$ cat config.mk
export PLATFORM = sky130hd
export DESIGN_NAME = tap_dance_key_tracker
export DESIGN_NICKNAME = d
export VERILOG_FILES = /design/src/rtl/tdk_pkg.sv /design/src/rtl/tdk_ram.sv /design/src/rtl/tdk_seq.sv /design/src/rtl/tap_dance_key_tracker.sv
export SDC_FILE = /design/constraint.sdc
export NUM_CORES = 1
export LEC_CHECK = 0
export BUFFER_PORTS_ARGS = -buffer_cell sky130_fd_sc_hd__buf_4
export CAP_MARGIN = 10
export CORE_MARGIN = 4
export CORE_UTILIZATION = 36
export DETAILED_ROUTE_END_ITERATION = 7
export GPL_ROUTABILITY_DRIVEN = 0
export SLEW_MARGIN = 20
export SYNTH_ARGS = -nofsm -noshare
export SYNTH_HDL_FRONTEND = slang
export SYNTH_SLANG_ARGS = --single-unit
$ cat constraint.sdc
create_clock -name i_clk -period 6.04 [get_ports i_clk]
set_clock_uncertainty 0.2 [all_clocks]
set_input_delay 0.906 -clock i_clk [delete_from_list [all_inputs] [get_ports i_clk]]
set_output_delay 0.906 -clock i_clk [all_outputs]
set_load 0.02 [all_outputs]
$ cat src/rtl/tdk_pkg.sv
// Types, constants and record builders for the tap-dance key tracker.
// Used by tdk_seq and the top level; no dependencies.
`default_nettype none
package tdk_pkg;

    localparam int DANCE_KEYS = 16;
    localparam int IDX_W = (DANCE_KEYS > 1) ? $clog2(DANCE_KEYS) : 1;
    localparam logic [15:0] TAP_WINDOW_RST = 16'd200;
    localparam logic [7:0] CNT_MAX = 8'd255;

    typedef enum logic [2:0] {
        ACT_TAP,
        ACT_HOLD,
        ACT_INTERRUPT,
        ACT_TIMEOUT,
        ACT_RELEASE
    } t_act;

    typedef enum logic [3:0] {
        S_IDLE,
        S_DISPATCH,
        S_T_EV,
        S_INT_EM,
        S_TAP,
        S_HOLD,
        S_SCAN,
        S_SCAN_EM,
        S_TO_CHK,
        S_TO_EM,
        S_VERDICT
    } t_state;

    typedef struct packed {
        logic        action;
        logic        key_is_dance;
        logic [3:0]  dance_index;
        logic [7:0]  row;
        logic [7:0]  col;
        logic        now_pressed;
        logic        prev_pressed;
        logic        injected;
        logic        key_masked;
        logic [31:0] now_ms;
    } t_in_item;

    typedef struct packed {
        logic       result_kind;
        logic [3:0] dance_index_res;
        logic [7:0] taps_so_far;
        logic [2:0] dance_action;
        logic [7:0] row_res;
        logic [7:0] col_res;
        logic       verdict;
        logic       mask_key;
        logic       unmask_key;
        logic       flush_report;
        logic       last;
    } t_out_item;

    typedef struct packed {
        logic [7:0] cnt;
        logic       held;
        logic       fired;
    } t_entry;

    typedef struct packed {
        logic             re;
        logic [IDX_W-1:0] raddr;
        logic             we;
        logic [IDX_W-1:0] waddr;
        t_entry           wdata;
    } t_ram_req;

    typedef struct packed {
        logic      valid;
        t_out_item item;
    } t_emit;

    function automatic t_out_item act_rec(input logic [IDX_W-1:0] idx, input logic [7:0] cnt,
                                          input t_act act, input logic [7:0] row,
                                          input logic [7:0] col);
        t_out_item o;
        o = '0;
        o.dance_index_res = 4'(idx);
        o.taps_so_far = cnt;
        o.dance_action = act;
        o.row_res = row;
        o.col_res = col;
        return o;
    endfunction

    function automatic t_out_item verd_rec(input logic c, input logic m, input logic u,
                                           input logic f);
        t_out_item o;
        o = '0;
        o.result_kind = 1'b1;
        o.verdict = c;
        o.mask_key = m;
        o.unmask_key = u;
        o.flush_report = f;
        o.last = 1'b1;
        return o;
    endfunction

endpackage
`default_nettype wire

$ cat src/rtl/tdk_ram.sv
// Generic single-port-write, single-port-read RAM with registered read data.
// No dependencies.
`default_nettype none
module tdk_ram #(
    parameter int DEPTH = 16,
    parameter int WIDTH = 10,
    parameter int AW = (DEPTH > 1) ? $clog2(DEPTH) : 1
) (
    input  wire logic             i_clk,
    input  wire logic             i_re,
    input  wire logic [AW-1:0]    i_raddr,
    input  wire logic             i_we,
    input  wire logic [AW-1:0]    i_waddr,
    input  wire logic [WIDTH-1:0] i_wdata,
    output logic      [WIDTH-1:0] o_rdata
);
    logic [WIDTH-1:0] r_mem [DEPTH];

    always_ff @(posedge i_clk) begin
        if (i_we) begin
            r_mem[i_waddr] <= i_wdata;
        end
    end

    always_ff @(posedge i_clk) begin
        if (i_re) begin
            o_rdata <= r_mem[i_raddr];
        end
    end
endmodule
`default_nettype wire

$ cat src/rtl/tdk_seq.sv
// Sequencer of the tap-dance key tracker: read-modify-write of the per-key
// table, active dance state and result emission. Depends on tdk_pkg.
`default_nettype none
module tdk_seq (
    input  wire logic                    i_clk,
    input  wire logic                    i_rst_n,
    input  wire logic                    i_in_valid,
    output logic                         o_in_ready,
    input  wire tdk_pkg::t_in_item       i_in_item,
    input  wire logic [15:0]             i_win,
    input  wire logic                    i_out_free,
    output tdk_pkg::t_emit               o_emit,
    output tdk_pkg::t_ram_req            o_ram,
    input  wire logic [$bits(tdk_pkg::t_entry)-1:0] i_ram_q
);
    import tdk_pkg::*;

    localparam logic [IDX_W-1:0] LAST = IDX_W'(DANCE_KEYS - 1);

    t_state           r_state, n_state;
    t_in_item         r_it, n_it;
    logic             r_act_vld, n_act_vld;
    logic [IDX_W-1:0] r_ai, n_ai;
    logic [7:0]       r_arow, n_arow, r_acol, n_acol;
    logic [31:0]      r_deadline, n_deadline;
    logic [DANCE_KEYS-1:0] r_rp, n_rp, r_vld, n_vld;
    logic             r_rdv, n_rdv;
    logic [IDX_W-1:0] r_i, n_i;
    logic [7:0]       r_tc, n_tc;
    logic             r_th, n_th, r_tf, n_tf;
    logic             r_vc, n_vc, r_vm, n_vm, r_vu, n_vu, r_vf, n_vf;
    logic             r_int_dance, n_int_dance;

    t_entry           q;
    logic             on, off, in_rng;
    logic [IDX_W-1:0] t;
    logic [7:0]       cnt_inc;

    assign q = r_rdv ? t_entry'(i_ram_q) : '0;
    assign on = r_it.now_pressed & ~r_it.prev_pressed;
    assign off = ~r_it.now_pressed & r_it.prev_pressed;
    assign in_rng = (7'(r_it.dance_index) < 7'(DANCE_KEYS));
    assign t = IDX_W'(r_it.dance_index);
    assign cnt_inc = (r_tc == CNT_MAX) ? r_tc : r_tc + 8'd1;
    assign o_in_ready = (r_state == S_IDLE);

    always_ff @(posedge i_clk) begin
        if (!i_rst_n) begin
            r_state <= S_IDLE;
            r_act_vld <= 1'b0;
            r_ai <= '0;
            r_arow <= '0;
            r_acol <= '0;
            r_deadline <= '0;
            r_rp <= '0;
            r_vld <= '0;
        end else begin
            r_state <= n_state;
            r_act_vld <= n_act_vld;
            r_ai <= n_ai;
            r_arow <= n_arow;
            r_acol <= n_acol;
            r_deadline <= n_deadline;
            r_rp <= n_rp;
            r_vld <= n_vld;
        end
    end

    always_ff @(posedge i_clk) begin
        r_it <= n_it;
        r_rdv <= n_rdv;
        r_i <= n_i;
        r_tc <= n_tc;
        r_th <= n_th;
        r_tf <= n_tf;
        r_vc <= n_vc;
        r_vm <= n_vm;
        r_vu <= n_vu;
        r_vf <= n_vf;
        r_int_dance <= n_int_dance;
    end

    always_comb begin
        n_state = r_state;
        n_it = r_it;
        n_act_vld = r_act_vld;
        n_ai = r_ai;
        n_arow = r_arow;
        n_acol = r_acol;
        n_deadline = r_deadline;
        n_rp = r_rp;
        n_vld = r_vld;
        n_rdv = r_rdv;
        n_i = r_i;
        n_tc = r_tc;
        n_th = r_th;
        n_tf = r_tf;
        n_vc = r_vc;
        n_vm = r_vm;
        n_vu = r_vu;
        n_vf = r_vf;
        n_int_dance = r_int_dance;
        o_ram = '0;
        o_emit = '0;

        unique case (r_state)
            S_IDLE: begin
                if (i_in_valid) begin
                    n_it = i_in_item;
                    n_state = S_DISPATCH;
                end
            end
            S_DISPATCH: begin
                {n_vc, n_vm, n_vu, n_vf} = 4'b0000;
                if (r_it.action) begin
                    n_i = '0;
                    n_state = S_SCAN;
                end else if (r_it.injected) begin
                    n_state = S_VERDICT;
                end else if (!r_it.key_is_dance || !in_rng) begin
                    if (r_act_vld && on) begin
                        o_ram.re = 1'b1;
                        o_ram.raddr = r_ai;
                        n_rdv = r_vld[r_ai];
                        n_int_dance = 1'b0;
                        n_state = S_INT_EM;
                    end else begin
                        if (r_act_vld) begin
                            n_vc = r_it.key_masked;
                            n_vu = r_it.key_masked;
                        end
                        n_state = S_VERDICT;
                    end
                end else begin
                    o_ram.re = 1'b1;
                    o_ram.raddr = t;
                    n_rdv = r_vld[t];
                    n_state = S_T_EV;
                end
            end
            S_T_EV: begin
                n_tc = q.cnt;
                n_tf = q.fired;
                n_th = off ? 1'b0 : q.held;
                {n_vc, n_vm, n_vu, n_vf} = 4'b1000;
                n_state = S_VERDICT;
                o_ram.waddr = t;
                o_ram.wdata = '{cnt: q.cnt, held: 1'b0, fired: q.fired};
                if (!(r_act_vld && r_ai == t)) begin
                    if (!r_act_vld) begin
                        if (q.fired) begin
                            if (off) begin
                                o_ram.we = 1'b1;
                                o_ram.wdata.fired = 1'b0;
                                n_rp[t] = 1'b1;
                                n_deadline = '0;
                            end
                        end else begin
                            n_act_vld = 1'b1;
                            n_ai = t;
                            n_arow = r_it.row;
                            n_acol = r_it.col;
                            n_state = S_TAP;
                        end
                    end else if (off && q.cnt != 8'd0) begin
                        o_ram.we = 1'b1;
                        o_ram.wdata.fired = 1'b0;
                        n_rp[t] = 1'b1;
                        n_deadline = '0;
                        n_act_vld = 1'b0;
                    end else if (!on) begin
                        o_ram.we = off;
                    end else begin
                        o_ram.re = 1'b1;
                        o_ram.raddr = r_ai;
                        n_rdv = r_vld[r_ai];
                        n_int_dance = 1'b1;
                        n_state = S_INT_EM;
                    end
                end else if (off) begin
                    o_ram.we = 1'b1;
                end else begin
                    n_arow = r_it.row;
                    n_acol = r_it.col;
                    n_th = 1'b1;
                    if (on) begin
                        n_state = S_TAP;
                    end else begin
                        o_ram.we = 1'b1;
                        o_ram.wdata.held = 1'b1;
                        if (q.fired) begin
                            n_state = S_HOLD;
                        end
                    end
                end
                if (o_ram.we) begin
                    n_vld[t] = 1'b1;
                end
            end
            S_INT_EM: begin
                if (i_out_free) begin
                    o_emit.valid = 1'b1;
                    o_emit.item = act_rec(r_ai, q.cnt, ACT_INTERRUPT, r_arow, r_acol);
                    o_ram.we = 1'b1;
                    o_ram.waddr = r_ai;
                    n_vld[r_ai] = 1'b1;
                    n_deadline = '0;
                    if (q.held) begin
                        o_ram.wdata = '{cnt: q.cnt, held: 1'b1, fired: 1'b1};
                    end else begin
                        o_ram.wdata = '{cnt: q.cnt, held: 1'b0, fired: 1'b0};
                        n_rp[r_ai] = 1'b1;
                        n_act_vld = 1'b0;
                    end
                    if (r_int_dance) begin
                        n_act_vld = 1'b1;
                        n_ai = t;
                        n_arow = r_it.row;
                        n_acol = r_it.col;
                        n_th = 1'b1;
                        {n_vc, n_vm, n_vu, n_vf} = 4'b1101;
                        n_state = S_TAP;
                    end else begin
                        {n_vc, n_vm, n_vu, n_vf} = 4'b1111;
                        n_state = S_VERDICT;
                    end
                end
            end
            S_TAP: begin
                if (i_out_free) begin
                    o_emit.valid = 1'b1;
                    o_emit.item = act_rec(r_ai, cnt_inc, ACT_TAP, r_arow, r_acol);
                    o_ram.we = 1'b1;
                    o_ram.waddr = r_ai;
                    o_ram.wdata = '{cnt: cnt_inc, held: r_th, fired: r_tf};
                    n_vld[r_ai] = 1'b1;
                    n_deadline = r_it.now_ms + 32'(i_win);
                    n_state = S_VERDICT;
                end
            end
            S_HOLD: begin
                if (i_out_free) begin
                    o_emit.valid = 1'b1;
                    o_emit.item = act_rec(r_ai, r_tc, ACT_HOLD, r_arow, r_acol);
                    n_state = S_VERDICT;
                end
            end
            S_SCAN: begin
                if (r_rp[r_i]) begin
                    o_ram.re = 1'b1;
                    o_ram.raddr = r_i;
                    n_rdv = r_vld[r_i];
                    n_state = S_SCAN_EM;
                end else if (r_i == LAST) begin
                    n_state = S_TO_CHK;
                end else begin
                    n_i = r_i + 1'b1;
                end
            end
            S_SCAN_EM: begin
                if (i_out_free) begin
                    o_emit.valid = 1'b1;
                    o_emit.item = act_rec(r_i, q.cnt, ACT_RELEASE, r_arow, r_acol);
                    o_ram.we = 1'b1;
                    o_ram.waddr = r_i;
                    o_ram.wdata = '{cnt: 8'd0, held: q.held, fired: q.fired};
                    n_vld[r_i] = 1'b1;
                    n_rp[r_i] = 1'b0;
                    if (r_i == LAST) begin
                        n_state = S_TO_CHK;
                    end else begin
                        n_i = r_i + 1'b1;
                        n_state = S_SCAN;
                    end
                end
            end
            S_TO_CHK: begin
                if (r_act_vld && r_deadline != 32'd0 && r_it.now_ms > r_deadline) begin
                    o_ram.re = 1'b1;
                    o_ram.raddr = r_ai;
                    n_rdv = r_vld[r_ai];
                    n_state = S_TO_EM;
                end else begin
                    n_state = S_VERDICT;
                end
            end
            S_TO_EM: begin
                if (i_out_free) begin
                    o_emit.valid = 1'b1;
                    o_emit.item = act_rec(r_ai, q.cnt, ACT_TIMEOUT, r_arow, r_acol);
                    o_ram.we = 1'b1;
                    o_ram.waddr = r_ai;
                    n_vld[r_ai] = 1'b1;
                    if (q.held) begin
                        o_ram.wdata = '{cnt: q.cnt, held: 1'b1, fired: 1'b1};
                    end else begin
                        o_ram.wdata = '{cnt: q.cnt, held: 1'b0, fired: 1'b0};
                        n_rp[r_ai] = 1'b1;
                        n_act_vld = 1'b0;
                        n_deadline = '0;
                    end
                    n_state = S_VERDICT;
                end
            end
            S_VERDICT: begin
                if (i_out_free) begin
                    o_emit.valid = 1'b1;
                    o_emit.item = verd_rec(r_vc, r_vm, r_vu, r_vf);
                    n_state = S_IDLE;
                end
            end
            default: begin
                n_state = S_IDLE;
            end
        endcase
    end
endmodule
`default_nettype wire

$ cat src/rtl/tap_dance_key_tracker.sv
// A key event's verdict follows any table read and any interrupt, tap or hold record; an
// end-of-scan item walks the whole table, emitting pending releases, then checks the dance
// timeout before its verdict. Output stalls lengthen both.
// Items are handled one at a time; the next is taken once the verdict is loaded.
// Reset clears the active dance, deadline, table valid and pending-release bits; the
// tap window returns to 200 ms. Top level: tapping-key tracker with table RAM.
`default_nettype none
module tap_dance_key_tracker (
    input  wire logic                i_clk,
    input  wire logic                i_rst_n,
    input  wire logic                i_in_valid,
    output logic                     o_in_ready,
    input  wire tdk_pkg::t_in_item   i_in_item,
    output logic                     o_out_valid,
    input  wire logic                i_out_ready,
    output tdk_pkg::t_out_item       o_out_item,
    input  wire logic                i_cfg_valid,
    output logic                     o_cfg_ready,
    input  wire logic [15:0]         i_cfg_data
);
    import tdk_pkg::*;

    logic [15:0] r_win;
    logic        r_ovld;
    t_out_item   r_oitem;
    logic        out_free;
    t_emit       emit;
    t_ram_req    ram;
    logic [$bits(t_entry)-1:0] ram_q;

    assign o_cfg_ready = 1'b1;
    assign out_free = !r_ovld || i_out_ready;
    assign o_out_valid = r_ovld;
    assign o_out_item = r_oitem;

    always_ff @(posedge i_clk) begin
        if (!i_rst_n) begin
            r_win <= TAP_WINDOW_RST;
            r_ovld <= 1'b0;
        end else begin
            if (i_cfg_valid) begin
                r_win <= i_cfg_data;
            end
            if (emit.valid) begin
                r_ovld <= 1'b1;
            end else if (i_out_ready) begin
                r_ovld <= 1'b0;
            end
        end
    end

    always_ff @(posedge i_clk) begin
        if (emit.valid) begin
            r_oitem <= emit.item;
        end
    end

    tdk_seq u_seq (
        .i_clk      (i_clk),
        .i_rst_n    (i_rst_n),
        .i_in_valid (i_in_valid),
        .o_in_ready (o_in_ready),
        .i_in_item  (i_in_item),
        .i_win      (r_win),
        .i_out_free (out_free),
        .o_emit     (emit),
        .o_ram      (ram),
        .i_ram_q    (ram_q)
    );

    tdk_ram #(
        .DEPTH (DANCE_KEYS),
        .WIDTH ($bits(t_entry)),
        .AW    (IDX_W)
    ) u_ram (
        .i_clk   (i_clk),
        .i_re    (ram.re),
        .i_raddr (ram.raddr),
        .i_we    (ram.we),
        .i_waddr (ram.waddr),
        .i_wdata (ram.wdata),
        .o_rdata (ram_q)
    );
endmodule
`default_nettype wire

==> flow_results.xml, run 1 <==
<?xml version="1.0" encoding="UTF-8"?>
<metrics>
  <group name="power">
    <metric name="clockPowerShare" unit="">0.308</metric>
    <metric name="p_sw" unit="mW">3.06</metric>
    <metric name="power.density_cell_area" unit="nW/um^2">418</metric>
    <metric name="power.leakage" unit="nW">7.57</metric>
    <metric name="comb_power_share" unit="">0.269</metric>
    <metric name="share_seq_of_total_power" unit="">0.424</metric>
    <metric name="internal_power" unit="mW">5.97</metric>
    <metric name="worst_ir_drop_vdd" unit="uV">186</metric>
    <metric name="swShare" unit="">0.339</metric>
  </group>
  <group name="critical_path">
    <metric name="critical_path.startpoint_type" unit="">flop</metric>
    <metric name="worst-endpoint-required" unit="ps">6130</metric>
    <metric name="cp_data_arrival_time" unit="ps">5020</metric>
    <metric name="crit_type" unit="">reg2reg</metric>
    <metric name="worstSetupEndpointType" unit="">flop</metric>
    <metric name="worstPathMaxFanout" unit="">62</metric>
  </group>
  <group name="synth">
    <metric name="postSynth.asyncResetShare" unit="">0</metric>
    <metric name="synth.lib_cells_used.distinct" unit="">68</metric>
    <metric name="yosysMostFrequentCell" unit="">edfxtp_1</metric>
    <metric name="seq_area_frac_synth" unit="">0.573</metric>
    <metric name="commonest_cells_in_the_netlist" unit="">edfxtp_1 (282), nor2_1 (143), nand2_1 (130)</metric>
    <metric name="postSynthAreaPerCell" unit="um^2">11.5</metric>
    <metric name="ys.flop_type" unit="">edfxtp_1</metric>
    <metric name="mappedNetlistNets" unit="">1738</metric>
    <metric name="syn_area" unit="um^2">18500</metric>
    <metric name="syn-instance-count" unit="">1601</metric>
    <metric name="post-synth-top-area-cell" unit="">edfxtp_1</metric>
    <metric name="synth_enable_flop_cells" unit="">282</metric>
    <metric name="yosys.area.top_type_share" unit="">0.458</metric>
    <metric name="synth-seq-cells" unit="">388</metric>
    <metric name="ys_top_cells_by_area" unit="">edfxtp_1 (46%), dfxtp_1 (11%), mux2i_1 (5.4%)</metric>
    <metric name="ys_warn_count" unit="">0</metric>
  </group>
  <group name="grt">
    <metric name="total_routing_usage_reported_by_global_routing" unit="">0.179</metric>
    <metric name="first_global_vias" unit="">12800</metric>
    <metric name="globalRoute.busiestLayer" unit="">met2</metric>
    <metric name="globalRouteMet2Util" unit="">0.285</metric>
    <metric name="use_met3" unit="">0.0295</metric>
    <metric name="initial_antenna_violation_count" unit="">1</metric>
    <metric name="grt_pass1_wl" unit="um">76200</metric>
    <metric name="global_route.usage.met1" unit="">0.246</metric>
    <metric name="grt_max_degree" unit="">74</metric>
    <metric name="grt-ovfl-total" unit="">0</metric>
  </group>
  <group name="clocking">
    <metric name="clock_path_buffers" unit="">3</metric>
    <metric name="worst_skew_pair.late_latency" unit="ps">580</metric>
    <metric name="numClockSinks" unit="">388</metric>
    <metric name="cts_tree" unit="">built</metric>
    <metric name="cts_htree_levels" unit="">2</metric>
    <metric name="tritoncts.num_buffers" unit="">43</metric>
    <metric name="clock_tree.root_cell" unit="">clkbuf_16</metric>
    <metric name="cts.clk_slew.worst_paths" unit="ps">60</metric>
    <metric name="post_cts_resize_count" unit="">0</metric>
    <metric name="hold_buffers" unit="">0</metric>
    <metric name="cts_setup_buffers" unit="">0</metric>
  </group>
  <group name="finish">
    <metric name="postLayoutCoreUtil" unit="">0.427</metric>
    <metric name="area.growth.synth_to_final" unit="%">16.7</metric>
    <metric name="design.final.nets" unit="">1833</metric>
    <metric name="antenna-diode-count" unit="">0</metric>
    <metric name="layout-drive-gt1-share" unit="">0.160</metric>
  </group>
  <group name="sta">
    <metric name="setup_ws" unit="ps">1110</metric>
    <metric name="timing_max_transition_violations_final" unit="">0</metric>
    <metric name="worst-slew-pin-transition" unit="ps">1130</metric>
    <metric name="rsz0062_at_grt" unit="">no</metric>
    <metric name="hold_viol_final" unit="">0</metric>
    <metric name="final.setup.tns" unit="ps">0</metric>
    <metric name="setup_violations" unit="">0</metric>
    <metric name="max_slew_margin" unit="">0.250</metric>
    <metric name="period_share" unit="">0.817</metric>
    <metric name="max_clock_freq" unit="MHz">203</metric>
    <metric name="fin_crit" unit="ps">4930</metric>
  </group>
  <group name="placement">
    <metric name="hpwl" unit="um">33600</metric>
    <metric name="placement.io_buffers" unit="">117</metric>
    <metric name="post-place-ws" unit="ps">1100</metric>
  </group>
  <group name="run_status">
    <metric name="status" unit="">finished clean</metric>
  </group>
  <group name="routing">
    <metric name="number_of_nets_still_failing_antenna_checks_after_routing" unit="">0</metric>
    <metric name="routed_wirelength" unit="um">49900</metric>
    <metric name="route.vias.total" unit="">13200</metric>
    <metric name="drc_errors" unit="">0</metric>
    <metric name="routedWlPerCell" unit="um">20.8</metric>
    <metric name="ratio_of_routed_vias_to_standard_cells" unit="">5.49</metric>
    <metric name="detail_route.first_pass.iterations" unit="">7</metric>
    <metric name="dr.first_iter.drc_count" unit="">1398</metric>
  </group>
  <group name="die">
    <metric name="initial_utilization" unit="">0.366</metric>
    <metric name="std_cell_rows" unit="">82</metric>
    <metric name="die-area" unit="um^2">55000</metric>
    <metric name="die_w" unit="um">235</metric>
    <metric name="design.core.area" unit="um^2">50500</metric>
    <metric name="die_height" unit="um">235</metric>
    <metric name="ioPinCount" unit="">119</metric>
  </group>
  <group name="job">
    <metric name="max-cap-violations" unit="">0</metric>
  </group>
  <group name="hold_path">
    <metric name="holdCritPathClass" unit="">reg2reg</metric>
  </group>
</metrics>
-- final cells by class --
type	count	area [um^2]
fillers	4709	28900
flip-flops and latches	388	10600
multi-input cells	1059	7350
clock buffers	54	1190
repair buffers	141	1060
well taps	672	841
clock inverters	25	303
inverters	63	236
-- layout by cell type (no fill, tap or decap), drive strengths merged, types with 20 or more instances in the layout --
master / n
nor2: 143
mux4: 20
a21oi: 80
clkbuf: 54
ha: 57
nand2b: 20
buf: 141
mux2: 20
nor4: 26
nand2: 130
and2: 30
xor2: 30
nor3: 37
inv: 65
o211ai: 20
o21ai: 92
nand3: 33
dfxtp: 106
a22oi: 38
mux2i: 100
edfxtp: 282
-- worst max-delay path, stage by stage, from the launching register on --
cell and delay [ps]:
edfxtp_1 940, mux4_2 620, mux4_2 540, and2_1 260, a22o_1 290, a21oi_1 220
o21ai_4 270, buf_4 530, mux2_4 420, o2111ai_1 220, o21ai_1 90
-- state kept, by name, indices dropped and copies added, names as in the netlist, 4 cells and up --
signal,flops
u_seq.r_rp,16
u_seq.r_it,54
u_seq.r_ai,4
u_seq.r_i,4
u_seq.r_arow,8
u_seq.r_deadline,32
r_win,16
u_ram.o_rdata,10
u_ram.r_mem,160
o_out_item,35
u_seq.r_vld,16
u_seq.r_acol,8
u_seq.t,4
u_seq.r_tc,8
u_seq.r_state,4
-- metrics by stage --
stage          area, um^2  total power [mW]  std cells  hold slack (ps)
6_report            21600              9.02       2402              278
3_3_place_gp        20000              6.22       2323              261
3_5_place_dp        20000              6.27       2323              270
4_1_cts             21500              9.07       2402              275
2_1_floorplan       18500              5.37       1601              247
5_1_grt             21600              9.48       2402              286
-- path summary, 6_finish.rpt --
check                                             to  slack, ps  depth (start not counted)            startpoint
worst min register to register  u_seq.r_deadline[19]        280                          2  u_seq.r_deadline[19]
worst max-delay path                u_ram.o_rdata[6]       1110                         10          u_seq.r_i[0]
worst min-delay path            u_seq.r_deadline[19]        280                          2  u_seq.r_deadline[19]
worst max register to register      u_ram.o_rdata[6]       1110                         10          u_seq.r_i[0]
-- power by group through the flow --
stage / Combinational (mW) / Sequential [mW] / Clock (mW)
final: 2.42 / 3.82 / 2.78
after global placement: 2.35 / 3.87 / 0
after global routing: 2.66 / 3.87 / 2.95
after detailed placement: 2.40 / 3.87 / 0
after CTS: 2.41 / 3.82 / 2.84
after floorplan: 1.57 / 3.79 / 0
-- cell families after synthesis --
family / count (synthesis) / synth area share
AND/OR/NAND/NOR: 472 / 0.119
flip-flops: 388 / 0.573
AO/OA/AOI/OAI: 345 / 0.120
buffers and inverters: 154 / 0.0350
multiplexers: 140 / 0.0925
adder cells (fa/ha/maj): 58 / 0.0397
XOR/XNOR: 43 / 0.0204
other: 1 / 0.000203
-- per-layer routing --
| layer | up-vias | routed length, um |
|---|---|---|
| met2 | 495 | 22900 |
| met1 | 6435 | 22100 |
| met3 | 91 | 3390 |
| met5 | - | 13 |
| met4 | 2 | 1520 |
| li1 | 6169 | - |
Note: power is estimated with default switching activity, not from simulation.
==> run 2, diff against run 1 <==
Clock period 6.04 ns to 4.25 ns, I/O delays scaled along.
==> flow_results.xml, run 2 (synthesis gave the netlist of run 1 again) <==
<?xml version="1.0" encoding="UTF-8"?>
<metrics>
  <group name="run_status">
    <metric name="status" unit="">finished clean</metric>
  </group>
  <group name="finish">
    <metric name="area.growth.synth_to_final" unit="%">17.7</metric>
    <metric name="regArea" unit="um^2">10600</metric>
    <metric name="layout-drive-gt1-share" unit="">0.162</metric>
    <metric name="commonest_non_fill_non_tap_cell_in_the_layout" unit="">edfxtp_1</metric>
    <metric name="largest_register_ff_count" unit="">160</metric>
    <metric name="antenna-diode-count" unit="">0</metric>
    <metric name="design.final.nets" unit="">1876</metric>
    <metric name="fillerInstances" unit="">4679</metric>
    <metric name="largest_register_by_flop_count" unit="">u_ram.r_mem</metric>
    <metric name="most-common-layout-cells" unit="">edfxtp_1 (282), buf_4 (180), nor2_1 (142), nand2_1 (130), dfxtp_1 (106)</metric>
    <metric name="instances_no_fill" unit="">2445</metric>
    <metric name="multi_input_comb_area" unit="um^2">7300</metric>
  </group>
  <group name="clocking">
    <metric name="worst_skew_pair.late_latency" unit="ps">570</metric>
    <metric name="cts_setup_buffers" unit="">0</metric>
    <metric name="numClockSinks" unit="">388</metric>
    <metric name="cts_tree" unit="">built</metric>
    <metric name="cts_htree_levels" unit="">2</metric>
    <metric name="cts.clk_slew.worst_paths" unit="ps">60</metric>
    <metric name="hold_buffers" unit="">0</metric>
    <metric name="clock_tree.root_cell" unit="">clkbuf_16</metric>
    <metric name="tritoncts.num_buffers" unit="">42</metric>
    <metric name="clock_path_buffers" unit="">3</metric>
  </group>
  <group name="die">
    <metric name="initial_utilization" unit="">0.366</metric>
    <metric name="die_height" unit="um">235</metric>
    <metric name="die-area" unit="um^2">55000</metric>
    <metric name="die_w" unit="um">235</metric>
    <metric name="std_cell_rows" unit="">82</metric>
    <metric name="ioPinCount" unit="">119</metric>
    <metric name="design.core.area" unit="um^2">50500</metric>
  </group>
  <group name="job">
    <metric name="max-cap-violations" unit="">0</metric>
  </group>
  <group name="power">
    <metric name="power.leakage" unit="nW">7.73</metric>
    <metric name="total_power_consumption_of_the_routed_design" unit="mW">12.5</metric>
    <metric name="power.density_cell_area" unit="nW/um^2">576</metric>
    <metric name="worst_ir_drop_vdd" unit="uV">286</metric>
  </group>
  <group name="critical_path">
    <metric name="critical_path.startpoint_type" unit="">flop</metric>
    <metric name="crit_type" unit="">reg2reg</metric>
    <metric name="worst-endpoint-required" unit="ps">4360</metric>
    <metric name="cp_data_arrival_time" unit="ps">4000</metric>
    <metric name="worstPathMaxFanout" unit="">40</metric>
    <metric name="worstSetupEndpointType" unit="">flop</metric>
  </group>
  <group name="routing">
    <metric name="dr.first_iter.drc_count" unit="">1284</metric>
    <metric name="ratio_of_routed_vias_to_standard_cells" unit="">5.49</metric>
    <metric name="routedWlPerCell" unit="um">20.2</metric>
    <metric name="number_of_nets_still_failing_antenna_checks_after_routing" unit="">0</metric>
    <metric name="routed_wirelength" unit="um">49400</metric>
    <metric name="route.vias.total" unit="">13400</metric>
    <metric name="drc_errors" unit="">0</metric>
    <metric name="detail_route.first_pass.iterations" unit="">6</metric>
  </group>
  <group name="sta">
    <metric name="hold_worst_slack" unit="ps">39.0</metric>
    <metric name="rsz0062_at_grt" unit="">no</metric>
    <metric name="max_clock_freq" unit="MHz">257</metric>
    <metric name="worst-slew-pin-transition" unit="ps">922</metric>
    <metric name="hold_viol_final" unit="">0</metric>
    <metric name="period_share" unit="">0.915</metric>
    <metric name="setup_ws" unit="ps">362</metric>
    <metric name="max_slew_margin" unit="">0.381</metric>
    <metric name="final.setup.tns" unit="ps">0</metric>
    <metric name="fin_crit" unit="ps">3890</metric>
    <metric name="timing_max_transition_violations_final" unit="">0</metric>
    <metric name="setup_violations" unit="">0</metric>
  </group>
  <group name="placement">
    <metric name="post-place-ws" unit="ps">29.0</metric>
    <metric name="placement.io_buffers" unit="">117</metric>
    <metric name="dp_cells" unit="">2367</metric>
    <metric name="hpwl" unit="um">34100</metric>
  </group>
  <group name="grt">
    <metric name="initial_antenna_violation_count" unit="">0</metric>
    <metric name="first_global_vias" unit="">13400</metric>
    <metric name="grt_pass1_wl" unit="um">76800</metric>
    <metric name="total_routing_usage_reported_by_global_routing" unit="">0.178</metric>
    <metric name="grt_max_degree" unit="">55</metric>
    <metric name="grt-ovfl-total" unit="">0</metric>
  </group>
  <group name="hold_path">
    <metric name="holdCritPathClass" unit="">in2reg</metric>
  </group>
</metrics>
## run 2: changes by cell type in the layout (fill, tap and decap cells not counted), sizes merged
cell / previous run / this run
buf: 141 / 185
clkbuf: 54 / 69
clkinvlp: 7 / 1
bufinv: 6 / 1
clkinv: 10 / 7
inv: 65 / 63
## run 2: per-layer routing
| metal | global-route usage | share of wire | vias up | wire length, um |
|---|---|---|---|---|
| li1 | - | - | 6251 | - |
| met1 | 0.241 | 0.43 | 6545 | 21400 |
| met2 | 0.288 | 0.47 | 528 | 23000 |
| met3 | 0.0319 | 0.068 | 101 | 3360 |
| met4 | 0.0639 | 0.034 | 0 | 1680 |
| met5 | 0 | 0 | - | 0 |
## run 2: what timing repair did
item	4_1_cts	5_1_grt
hold endpoints to repair	0	0
gates resized for setup	0	3
setup endpoints to repair	0	20
## run 2: critical path, cell delays in order (launching register included)
cell and delay [ps]:
edfxtp_1 500, mux4_2 570, mux4_2 520, and2_1 260, a22o_1 290, a21oi_1 210
o21ai_4 120, buf_12 210, mux2_4 320, o2111ai_1 290, o21ai_1 110
## run 2: report_power, final
part           total (mW)  switching (mW)  internal, mW
combinational        3.71            2.37          1.34
sequential           5.29           0.398          4.89
clock                3.51            1.48          2.03
## run 2: metrics by stage
step | utilization | area, um^2
floorplan | - | 18500
global placement | 0.404 | 20400
detailed placement | 0.404 | 20400
CTS | 0.431 | 21700
global route | 0.431 | 21700
finish | 0.431 | 21700
## run 2: area by class of cell
type	count	share of cell area
flip-flops and latches	388	0.487
inverters	63	0.0109
multi-input cells	1059	0.336
well taps	672	0.0387
clock buffers	69	0.0559
repair buffers	185	0.0667
clock inverters	9	0.00535
## run 2: final timing paths
| check | startpoint | endpoint | slack [ps] | cells past startpoint |
|---|---|---|---|---|
| hold reg to reg | u_seq.r_deadline[17] | u_seq.r_deadline[17] | 280 | 2 |
| setup / recovery | u_seq.r_i[0] | u_ram.o_rdata[1] | 360 | 10 |
| hold / removal | i_in_item[27] | u_seq.r_it[27] | 40 | 1 |
| setup reg to reg | u_seq.r_i[0] | u_ram.o_rdata[1] | 360 | 10 |
